File: src/hdl/affine_mac_with_chunk_saturation_unit_assert.svh
`ifndef AFFINE_MAC_WITH_CHUNK_SATURATION_UNIT_ASSERT_SVH
`define AFFINE_MAC_WITH_CHUNK_SATURATION_UNIT_ASSERT_SVH

// same-cycle implication, reset masked
`define AMCS_ASSERT_IMP(lbl, ante, cons, msg) \
	lbl: assert property (@(posedge clk) disable iff (!arst_n) (ante) |-> (cons)) \
		else $error(msg);

// next-cycle implication, reset masked
`define AMCS_ASSERT_NXT(lbl, ante, cons, msg) \
	lbl: assert property (@(posedge clk) disable iff (!arst_n) (ante) |=> (cons)) \
		else $error(msg);

`endif

File: src/hdl/amcs_pkg.sv
package amcs_pkg;

	localparam int LANES         = 8;
	localparam int STEP_SHIFT    = 4;
	localparam int MAX_CHUNK     = 4096;
	localparam int W_W           = 16;
	localparam int S_W           = 8;
	localparam int PROD_W        = W_W + S_W;
	localparam int CS_W          = 40;
	localparam int TOT_W         = 32;
	localparam int SUM_W         = CS_W + 1;
	localparam int CSTEP_W       = 13;
	localparam int CNT_W         = CSTEP_W + STEP_SHIFT;
	localparam int VC_W          = 4;
	localparam int WB_W          = 2;
	localparam int IDX_W         = 2;
	localparam int POP_W         = 4;

	localparam logic [WB_W-1:0] WB_WIDE = 2'd2;

	typedef enum logic [IDX_W-1:0] {
		REG_WEIGHT_BYTES = 2'd0,
		REG_VECTOR_COUNT = 2'd1,
		REG_CHUNK_STEPS  = 2'd2
	} reg_idx_t;

	typedef struct packed {
		logic valid;
		logic last;
		logic flush;
		logic fresh;
	} ctl_t;

	function automatic logic [CNT_W-1:0] chunk_limit(input logic [CSTEP_W-1:0] steps);
		logic [CSTEP_W-1:0] s;
		s = steps;
		if (s == '0)
			s = CSTEP_W'(1);
		else if (s > CSTEP_W'(MAX_CHUNK))
			s = CSTEP_W'(MAX_CHUNK);
		return CNT_W'({s, {STEP_SHIFT{1'b0}}});
	endfunction

	function automatic logic [LANES-1:0] active_mask(input logic [VC_W-1:0] vc);
		logic [VC_W-1:0] n;
		logic [LANES-1:0] m;
		n = vc;
		if (n == '0)
			n = VC_W'(1);
		else if (n > VC_W'(LANES))
			n = VC_W'(LANES);
		for (int i = 0; i < LANES; i++)
			m[i] = (VC_W'(i) < n);
		return m;
	endfunction

	function automatic logic [POP_W-1:0] popcount(input logic [LANES-1:0] v);
		logic [POP_W-1:0] c;
		c = '0;
		for (int i = 0; i < LANES; i++)
			c = c + POP_W'(v[i]);
		return c;
	endfunction

endpackage

File: src/hdl/amcs_merge.sv
`include "affine_mac_with_chunk_saturation_unit_assert.svh"

module amcs_merge
	import amcs_pkg::*;
(
	input  logic                 clk,
	input  logic                 arst_n,
	input  ctl_t                 ctl_s3,
	input  logic [LANES-1:0]     sat_s3,
	input  logic [TOT_W-1:0]     total [LANES],
	input  logic [LANES-1:0]     active,
	input  logic                 out_stall,
	output logic                 en,
	output logic                 out_valid,
	output logic [TOT_W-1:0]     out_word [LANES],
	output logic [TOT_W-1:0]     saturation_events
);

	logic             load;
	logic [TOT_W-1:0] clamp_next;
	logic [TOT_W-1:0] clamp_q;
	logic             out_valid_q;

	assign en         = !(out_valid_q && out_stall && ctl_s3.valid && ctl_s3.last);
	assign load       = en && ctl_s3.valid && ctl_s3.last;
	assign clamp_next = clamp_q + TOT_W'(popcount(sat_s3));
	assign out_valid  = out_valid_q;

	always_ff @(posedge clk or negedge arst_n) begin
		if (!arst_n) begin
			clamp_q     <= '0;
			out_valid_q <= 1'b0;
		end else begin
			if (en && ctl_s3.valid)
				clamp_q <= clamp_next;
			if (load)
				out_valid_q <= 1'b1;
			else if (!out_stall)
				out_valid_q <= 1'b0;
		end
	end

	always_ff @(posedge clk) begin
		if (load) begin
			for (int i = 0; i < LANES; i++)
				out_word[i] <= active[i] ? total[i] : '0;
			saturation_events <= clamp_next;
		end
	end

	`AMCS_ASSERT_IMP(a_sat_needs_flush, (sat_s3 != '0), (ctl_s3.valid && ctl_s3.flush), "clamp flag without flush")
	`AMCS_ASSERT_IMP(a_row_end_flushes, (ctl_s3.valid && ctl_s3.last), ctl_s3.flush, "row end without flush")
	`AMCS_ASSERT_NXT(a_count_hold, (!(en && ctl_s3.valid && ctl_s3.flush)), $stable(clamp_q), "clamp count moved without flush")

endmodule

File: config.mk
export PLATFORM = sky130hd
export DESIGN_NAME = amcs_merge
export DESIGN_NICKNAME = d
export VERILOG_FILES = /design/src/hdl/amcs_pkg.sv /design/src/hdl/amcs_merge.sv
export VERILOG_INCLUDE_DIRS = /design/src /design/src/hdl
export SDC_FILE = /design/constraint.sdc
export NUM_CORES = 1
export LEC_CHECK = 0
export BUFFER_PORTS_ARGS = -buffer_cell sky130_fd_sc_hd__buf_2
export CORE_AREA = 2 2 220 222
export CTS_CLUSTER_DIAMETER = 200
export CTS_CLUSTER_SIZE = 30
export DETAILED_ROUTE_END_ITERATION = 8
export DIE_AREA = 0 0 222 224
export PLACE_DENSITY = 0.5
export SYNTH_ARGS = -nofsm -noshare
export SYNTH_HDL_FRONTEND = slang
export SYNTH_SLANG_ARGS = --single-unit
File: constraint.sdc
create_clock -name clk -period 17.9 [get_ports clk]
set_input_delay 3.58 -clock clk [delete_from_list [all_inputs] [get_ports clk]]
set_output_delay 3.58 -clock clk [all_outputs]
set_load 0.05 [all_outputs]
==> impl_results.md <==
- Status: finished, final reports clean
- Die Ht: 224 um
- CTS tree: yes
- WP data required: 14.32 ns
- Fin util: 35.0%
- CTS Hold Buffers Added: 0
- Number of global-route vias before repair: 8272
- Postcts setup bufs: 0
- Switching pwr: 0.473 mW
- WL/cell: 18.7 um
- Slew HR: 34.1%
- Leak: 7.04 nW
- XOR/XNOR Fraction of Synth Area: 3.96%
- Post-layout min period: 7.63 ns
- Worst slack, placed: 10.27 ns
- Routability congestion estimate: 0.806
- Placed cell count: 1962
- Clock skew: 0.0268 ns
- GRT Overall Usage: 14.4%
- Synth area leaders: edfxtp_1, and2_1, dfrtp_1
- Gr ovfl total: 0
- Area grow syn2layout: 31.5%
- Syn Inst Count: 807
- Initial DRT Pass Iterations: 4
- Vias: 8167
- Sequential area share after synthesis: 75.2%
- MaxCap Viol Count: 0
- Clock slew at reported path FFs: 0.12 ns
- Clock Tree Root: clkbuf_16
- Post-route ant nets: 0
- M3 GR Usage: 4.39%
- Most used flip-flop cell after synthesis: edfxtp_1
- Die Area: 49700 sq um
- Clock power share: 24.7%
- Drc violations: 0
- Die width: 222 um
- GRT met2 Usage: 26.2%
- CTS Buf Count: 14
- Top cell type by total area after synthesis: edfxtp_1
- Synth Area in Adders: 1.39%
- Number of vias per cell: 4.09
- Filler cells: 4764
- Setup TNS: 0 ns
- RSZ-0062 raised after global routing: no
- Design Area, Final: 16600 sq um
- Gate power share: 19.7%
- Sw Ratio: 29.5%
- Share of the synthesized area in the top cell type: 68.7%
- DP Area: 16100 sq um
- EDFF count, synth: 288
- Largest family of logic cells by synthesized area: simple AND/OR/NAND/NOR gates
- Worst-margin pin slew: 0.989 ns
- Syn Nets: 1097
- CP Launch Type: primary input
- Peak VDD IR: 0.0792 mV
- Final WL: 37400 um
- Initial DRC count: 489
- Synth Area in Simple Gates: 17.1%
- FFs w/ async S/R, synth: 10.3%
- Pwr Density: 96.8 nW/um^2
- Netlist cell types: 37
- Largest net degree at the start of global routing: 75
- Busiest layer in global routing: met2
- Netlist Area Pre-Place: 12600 sq um
- IO Pins: 569
- Multiplexer area fraction after synthesis: 0.179%
- Post-Syn Area per Cell: 15.6 sq um
- Clock net sink count: 321
- Post-synthesis register bit count: 321
- Max-slew violations: 0
- Max Clk Rate: 131 MHz
- Met1 Usage GRT: 16.2%
- Int Pwr: 1.13 mW
- Hold_ws: 0.501 ns
- Site row count: 80
- Final Power: 1.60 mW
- Clock buffer depth: 3
- Worst Hold Class: register to register
- Worst Setup Path Type: primary input to primary output
- Yosys warnings: 0
- DP HPWL: 28500 um
- Worst setup margin: 10.27 ns
- Core area: 47300 sq um
- Seq pwr share: 55.5%
- Arr. time, crit path: 4.05 ns
- Cell Count, Final, Fillers Out: 1997
- Compound-Gate Fraction of Synth Area: 0.705%
- CP Max Fanout: 4
- PortBufs: 566
- First-pass GRT wire length: 54100 um
- Layout Nets: 1653
- PostCTS Resize Cnt: 0
- Final setup fails: 0
- Layout cells sized above 1: 44.4%
- Crit. End Element: primary output
- Worst-Skew Late Latency: 0.53 ns
- Initial antenna violation count: 17
- Fin crit share: 42.6%
- Starting Density: 26.6%
- Endpoints failing hold: 0
- H-Tree Depth: 1
cell families after synthesis:
group / count (synthesis)
AO/OA/AOI/OAI: 14
XOR/XNOR: 57
adder cells (fa/ha/maj): 11
buffers and inverters: 45
flip-flops: 321
multiplexers: 2
AND/OR/NAND/NOR: 357
metal layers:
layer / wire length [um] / part of all wire (%)
met2: 19500 / 52
met3: 2850 / 7.6
met5: 0 / 0
met1: 14000 / 37
met4: 987 / 2.6
Yosys cell counts, types with 2 or more instances:
master / instances
nand2_1: 28
nand4_2: 2
xnor2_1: 27
nor3_1: 7
xor2_1: 30
nor3_2: 10
nor2_1: 22
dfrtp_1: 33
edfxtp_1: 288
clkbuf_1: 27
nand2b_1: 3
nor2b_1: 2
ha_1: 6
and3_1: 3
mux2_2: 2
o21ai_0: 5
fa_1: 5
inv_1: 14
a21oi_1: 3
nand3_1: 13
buf_2: 3
nand4_1: 4
and2_1: 256
placed cells by master, fill, tap and decap left out, types with 6 or more instances in the layout:
cell and count:
xnor2_1 27, nand3_1 13, edfxtp_1 288, dfrtp_1 33
diode_2 14, and2_1 256, nor2_1 22, inv_1 14
nand2_1 28, xor2_1 30, nor3_2 10, ha_1 6
nor3_1 7, buf_2 566, clkbuf_16 15
state kept, by name, summed over array words and instances, names as in the netlist:
signal             flops
out_valid              1
clamp_q               32
out_word             256
saturation_events     32
final timing paths:
| check | from | end | slack, ns | depth (start not counted) |
|---|---|---|---|---|
| worst max-delay path | out_stall | en | 10.27 | 3 |
| worst min register to register | clamp_q[31]$_DFFE_PN0P_ | clamp_q[31]$_DFFE_PN0P_ | 0.50 | 1 |
| worst max register to register | clamp_q[0]$_DFFE_PN0P_ | saturation_events[20]$_DFFE_PP_ | 14.18 | 10 |
| worst min-delay path | clamp_q[31]$_DFFE_PN0P_ | clamp_q[31]$_DFFE_PN0P_ | 0.50 | 1 |
| min in group asynchronous | arst_n | clamp_q[23]$_DFFE_PN0P_ | 3.13 | 1 |
| max in group asynchronous | arst_n | clamp_q[0]$_DFFE_PN0P_ | 14.24 | 1 |
power groups by stage:
stage	Combinational [mW]	Clock [mW]	Sequential, mW
finish	0.316	0.397	0.890
floorplan	0.116	0	1.02
CTS	0.322	0.417	0.891
detailed placement	0.321	0	0.907
global placement	0.316	0	0.906
global route	0.344	0.440	0.896
cell type report:
| type | count | area, sq um | share of cell area (%) |
|---|---|---|---|
| multi-input combinational | 441 | 2950 | 17.8 |
| clock buffer | 20 | 394 | 2.38 |
| timing repair buffer | 571 | 2870 | 17.3 |
| tap | 615 | 769 | 4.65 |
| clock inverter | 1 | 11.3 | 0.0680 |
| sequential | 321 | 9470 | 57.2 |
| inverter | 14 | 52.6 | 0.317 |
| antenna | 14 | 35.0 | 0.212 |
worst max-delay path: stages:
cell,delay [ns]
buf_2,0.13
nand4_1,0.08
buf_2,0.26
Power figures use the tool's default switching activity.
