`src/hdl/affine_mac_with_chunk_saturation_unit_assert.svh`:
```
`ifndef AFFINE_MAC_WITH_CHUNK_SATURATION_UNIT_ASSERT_SVH
`define AFFINE_MAC_WITH_CHUNK_SATURATION_UNIT_ASSERT_SVH

// same-cycle implication, reset masked
`define AMCS_ASSERT_IMP(lbl, ante, cons, msg) \
	lbl: assert property (@(posedge clk) disable iff (!arst_n) (ante) |-> (cons)) \
		else $error(msg);

// next-cycle implication, reset masked
`define AMCS_ASSERT_NXT(lbl, ante, cons, msg) \
	lbl: assert property (@(posedge clk) disable iff (!arst_n) (ante) |=> (cons)) \
		else $error(msg);

`endif

```
`src/hdl/amcs_pkg.sv`:
```
package amcs_pkg;

	localparam int LANES         = 8;
	localparam int STEP_SHIFT    = 4;
	localparam int MAX_CHUNK     = 4096;
	localparam int W_W           = 16;
	localparam int S_W           = 8;
	localparam int PROD_W        = W_W + S_W;
	localparam int CS_W          = 40;
	localparam int TOT_W         = 32;
	localparam int SUM_W         = CS_W + 1;
	localparam int CSTEP_W       = 13;
	localparam int CNT_W         = CSTEP_W + STEP_SHIFT;
	localparam int VC_W          = 4;
	localparam int WB_W          = 2;
	localparam int IDX_W         = 2;
	localparam int POP_W         = 4;

	localparam logic [WB_W-1:0] WB_WIDE = 2'd2;

	typedef enum logic [IDX_W-1:0] {
		REG_WEIGHT_BYTES = 2'd0,
		REG_VECTOR_COUNT = 2'd1,
		REG_CHUNK_STEPS  = 2'd2
	} reg_idx_t;

	typedef struct packed {
		logic valid;
		logic last;
		logic flush;
		logic fresh;
	} ctl_t;

	function automatic logic [CNT_W-1:0] chunk_limit(input logic [CSTEP_W-1:0] steps);
		logic [CSTEP_W-1:0] s;
		s = steps;
		if (s == '0)
			s = CSTEP_W'(1);
		else if (s > CSTEP_W'(MAX_CHUNK))
			s = CSTEP_W'(MAX_CHUNK);
		return CNT_W'({s, {STEP_SHIFT{1'b0}}});
	endfunction

	function automatic logic [LANES-1:0] active_mask(input logic [VC_W-1:0] vc);
		logic [VC_W-1:0] n;
		logic [LANES-1:0] m;
		n = vc;
		if (n == '0)
			n = VC_W'(1);
		else if (n > VC_W'(LANES))
			n = VC_W'(LANES);
		for (int i = 0; i < LANES; i++)
			m[i] = (VC_W'(i) < n);
		return m;
	endfunction

	function automatic logic [POP_W-1:0] popcount(input logic [LANES-1:0] v);
		logic [POP_W-1:0] c;
		c = '0;
		for (int i = 0; i < LANES; i++)
			c = c + POP_W'(v[i]);
		return c;
	endfunction

endpackage

```
`src/hdl/amcs_ctrl.sv`:
```
module amcs_ctrl
	import amcs_pkg::*;
(
	input  logic                     clk,
	input  logic                     arst_n,
	input  logic                     en,
	input  logic                     in_valid,
	input  logic                     last_of_row,
	input  logic signed [TOT_W-1:0]  bias,
	input  logic [CSTEP_W-1:0]       chunk_steps,
	output ctl_t                     ctl_s1,
	output ctl_t                     ctl_s2,
	output ctl_t                     ctl_s3,
	output logic [TOT_W-1:0]         bias_s2
);

	logic             acc;
	logic             first;
	logic             flush;
	logic [CNT_W-1:0] cnt_next;
	logic [CNT_W-1:0] count_q;
	logic             row_open_q;
	logic             unflushed_q;
	logic [TOT_W-1:0] row_bias_q;
	logic [TOT_W-1:0] bias_s1;

	assign acc      = in_valid && en;
	assign first    = !row_open_q;
	assign cnt_next = count_q + CNT_W'(1);
	assign flush    = last_of_row || (cnt_next >= chunk_limit(chunk_steps));

	always_ff @(posedge clk or negedge arst_n) begin
		if (!arst_n) begin
			ctl_s1      <= '0;
			ctl_s2      <= '0;
			ctl_s3      <= '0;
			count_q     <= '0;
			row_open_q  <= 1'b0;
			unflushed_q <= 1'b0;
		end else begin
			if (en) begin
				ctl_s1.valid <= acc;
				ctl_s1.last  <= last_of_row;
				ctl_s1.flush <= flush;
				ctl_s1.fresh <= flush && (first || unflushed_q);
				ctl_s2       <= ctl_s1;
				ctl_s3       <= ctl_s2;
			end
			if (acc) begin
				count_q     <= flush ? '0 : cnt_next;
				row_open_q  <= !last_of_row;
				unflushed_q <= flush ? 1'b0 : (first ? 1'b1 : unflushed_q);
			end
		end
	end

	always_ff @(posedge clk) begin
		if (acc && first)
			row_bias_q <= bias;
		if (en) begin
			bias_s1 <= first ? bias : row_bias_q;
			bias_s2 <= bias_s1;
		end
	end

endmodule

```
`config.mk`:
```
export PLATFORM = sky130hd
export DESIGN_NAME = amcs_ctrl
export DESIGN_NICKNAME = d
export VERILOG_FILES = /design/src/hdl/affine_mac_with_chunk_saturation_unit_assert.svh /design/src/hdl/amcs_pkg.sv /design/src/hdl/amcs_ctrl.sv
export SDC_FILE = /design/constraint.sdc
export NUM_CORES = 1
export LEC_CHECK = 0
export BUFFER_PORTS_ARGS = -buffer_cell sky130_fd_sc_hd__buf_2
export CAP_MARGIN = 30
export CORE_ASPECT_RATIO = 1.25
export CORE_MARGIN = 2
export CORE_UTILIZATION = 50
export CTS_CLUSTER_SIZE = 14
export DETAILED_ROUTE_END_ITERATION = 8
export PLACE_DENSITY = 0.83
export SLEW_MARGIN = 20
export SYNTH_ARGS = -nofsm -noshare
export SYNTH_HDL_FRONTEND = slang
export SYNTH_SLANG_ARGS = --single-unit
```
`constraint.sdc`:
```
create_clock -name clk -period 2.4 [get_ports clk]
set_input_delay 0.36 -clock clk [delete_from_list [all_inputs] [get_ports clk]]
set_output_delay 0.36 -clock clk [all_outputs]
set_load 0.01 [all_outputs]
```
==> flow_summary.json <==
{
  "endpoint": "count_q[14]$_DFFE_PN0P_",
  "rsz0062_at_grt": "true",
  "critPathCaptureType": "flip-flop",
  "drc": 0,
  "finalHoldViolCount": 0,
  "run_status": "complete, but fails checks",
  "reg2regPathDepth": 12,
  "synth.net_count": 410,
  "cts_tree": "yes",
  "synth_top_area_cell": "edfxtp_1",
  "core-area_mm2": 0.0102,
  "drive_gt1_frac": 0.495,
  "ant_nets": 0,
  "cp.required_ns": 2.73,
  "drv_cap": 0,
  "crit_fanout": 7,
  "min_path_type": "in -> async",
  "synthCells": 345,
  "clock-sinks": 127,
  "report.final.slew_viol_count": 0,
  "fin_crit_ns": 2.64,
  "place_ws_ns": -0.280,
  "firstDrtPassIters": 4,
  "vias": 3275,
  "critPathLaunch": "count_q[1]$_DFFE_PN0P_",
  "yosysSeqAreaShare": 0.700,
  "cts_buffers": 17,
  "setup_violations": 20,
  "clock_path_buffers": 2,
  "area_delta_synth_final_pct": 32.2,
  "rows": 41,
  "arrival_ns": 2.98,
  "synth.top_cell.area_share": 0.551,
  "io_buffers": 93,
  "min_period_over_period": 1.10,
  "stdcell_count": 628,
  "power_density_mw_per_mm2": 830,
  "place_congestion": 0.850,
  "synth.avg_cell_area_um2": 15.2,
  "clock_latency_ns": 0.41,
  "synth_edf_count": 96,
  "clockRootBuffer": "clkbuf_16",
  "r2r_setup_slack_ns": -0.24,
  "grt-ovfl-total": 0,
  "skew_ns": 0.00552,
  "fmax_mhz": 379,
  "violations": "setup timing",
  "yosys_warnings": 0,
  "dieArea_mm2": 0.0113,
  "p_leak_nw": 2.84,
  "r2r_end": "count_q[14]$_DFFE_PN0P_",
  "tightest_slew_ns": 0.734,
  "io_pins": 94,
  "postCtsHoldBufs": 0,
  "grt.total_usage": 0.195,
  "synth_flop_cell": "edfxtp_1",
  "ys_types": 42,
  "peakVddDrop_mv": 0.490,
  "layout_setup_ws_ns": -0.241,
  "numPlacedInstances": 584,
  "vias_per_cell": 5.21,
  "final_nets": 551,
  "antenna_found_initial": 0,
  "die_y_um": 118,
  "htreeDepth": 4,
  "synth_area_leaders": "edfxtp_1, dfrtp_1, mux2_2",
  "grt_max_degree": 61,
  "wl_per_cell_um": 17.0,
  "clkTransAtPathRegs_ns": 0.05,
  "drtIter0Drc": 142,
  "dieWidth_um": 95.5,
  "start_util": 0.515,
  "hpwlAfterDp_um": 7260,
  "syn_area_mm2": 0.00523,
  "diodes": 0,
  "wl_um": 10700,
  "worstReg2RegStart": "count_q[1]$_DFFE_PN0P_",
  "crit_type": "reg -> reg",
  "grt_pass1_vias": 3450,
  "slew_headroom": 0.511,
  "grt_pass1_wl_um": 16400,
  "async_flop_share": 0.244,
  "ys_ff_latch": 127,
  "start_kind": "flip-flop"
}
## cell usage in the layout (no fill, tap or decap), types with 9 or more instances in the layout
master	Yosys	final
nand2_1	42	42
mux2_2	41	41
nand3_1	11	10
buf_2	1	92
ha_1	15	12
o21ai_2	1	9
clkbuf_16	0	17
buf_4	1	38
dfrtp_1	31	31
edfxtp_1	96	96
## timing repair
action / in CTS / in global routing
setup buffers: 6 / 6
gates resized for setup: 13 / 19
pin swaps: 18 / 21
setup endpoints to repair: 20 / 20
## power by group
group | internal [mW] | leakage (nW) | switching [mW]
registers | 2.57 | 1.32 | 0.0679
logic | 0.274 | 1.24 | 0.312
clock network | 1.62 | 0.282 | 0.897
## worst max-delay path: stages (launching register included)
cell     delay [ns]
dfrtp_1        0.36
ha_2           0.18
nand4_1        0.23
buf_4          0.24
nor3_4         0.18
xor2_1         0.21
ha_1           0.30
a21oi_2        0.16
o21ai_2        0.10
o21ai_4        0.22
nand2_4        0.12
buf_12         0.16
o21ai_2        0.10
## final cells by class
type                    instances  area, µm²
fillers                       698       3240
flip-flops and latches        127       3660
clock inverters                15        169
inverters                       4       15.0
clock buffers                  17        425
multi-input cells             201       1660
repair buffers                135        820
well taps                     129        161
## Yosys cell counts (3+ instances only)
library cell,count
edfxtp_1,96
nand2_1,42
mux2_2,41
dfrtp_1,31
ha_1,15
nand3_1,11
o21ai_1,11
xor2_1,10
nor2_1,7
a21oi_1,6
clkbuf_1,6
nor2b_1,6
and2_1,4
and3_1,4
buf_1,4
inv_1,4
nand4_1,4
nor3_1,4
o21ai_0,4
a31oi_1,3
nor4_1,3
xnor2_1,3
## per-layer routing
metal | track usage | wire [µm] | vias to the layer above
met5 | 0 | 0 | -
met4 | 0.0589 | 116 | 0
met3 | 0.0644 | 565 | 11
met2 | 0.345 | 5790 | 111
met1 | 0.220 | 4200 | 1584
li1 | - | - | 1569
## stage by stage
step                      utilization  total power [mW]  TNS [ns]  hold WS (ns)  area [µm²]
after floorplan                     -              2.96     -2.10        0.0644        5250
after global placement          0.598              3.20     -2.83         0.401        6070
after detailed placement        0.598              3.24     -4.37         0.405        6070
after CTS                       0.665              5.78     -4.71        0.0145        6760
after global routing            0.681              5.96     -7.04        0.0578        6910
final                           0.681              5.74     -4.12        0.0123        6910
## state kept, by name (all words and copies together) (netlist names)
| register | cells |
|---|---|
| bias_s2 | 32 |
| row_bias_q | 32 |
| bias_s1 | 32 |
| row_open_q | 1 |
| ctl_s2 | 4 |
| count_q | 17 |
| ctl_s1 | 4 |
| unflushed_q | 1 |
| ctl_s3 | 4 |
## cells by family after synthesis
logic type	count (synthesis)	share of synthesized area
flip-flops	127	0.700
AO/OA/AOI/OAI	34	0.0421
XOR/XNOR	14	0.0249
buffers and inverters	17	0.0146
adder cells (fa/ha/maj)	15	0.0359
AND/OR/NAND/NOR	97	0.0945
multiplexers	41	0.0883
## worst min-delay path by stage
stage	start	end	slack (ns)	depth (start not counted)
after floorplan	arst_n	count_q[0]$_DFFE_PN0P_	0.06	0
after global placement	bias_s1[0]$_DFFE_PP_	bias_s2[0]$_DFFE_PP_	0.40	0
after detailed placement	bias_s1[22]$_DFFE_PP_	bias_s2[22]$_DFFE_PP_	0.40	0
after CTS	arst_n	count_q[2]$_DFFE_PN0P_	0.01	1
after global routing	arst_n	ctl_s2[1]$_DFFE_PN0P_	0.06	1
final	arst_n	count_q[14]$_DFFE_PN0P_	0.01	1
(Power assumes the default switching activity.)
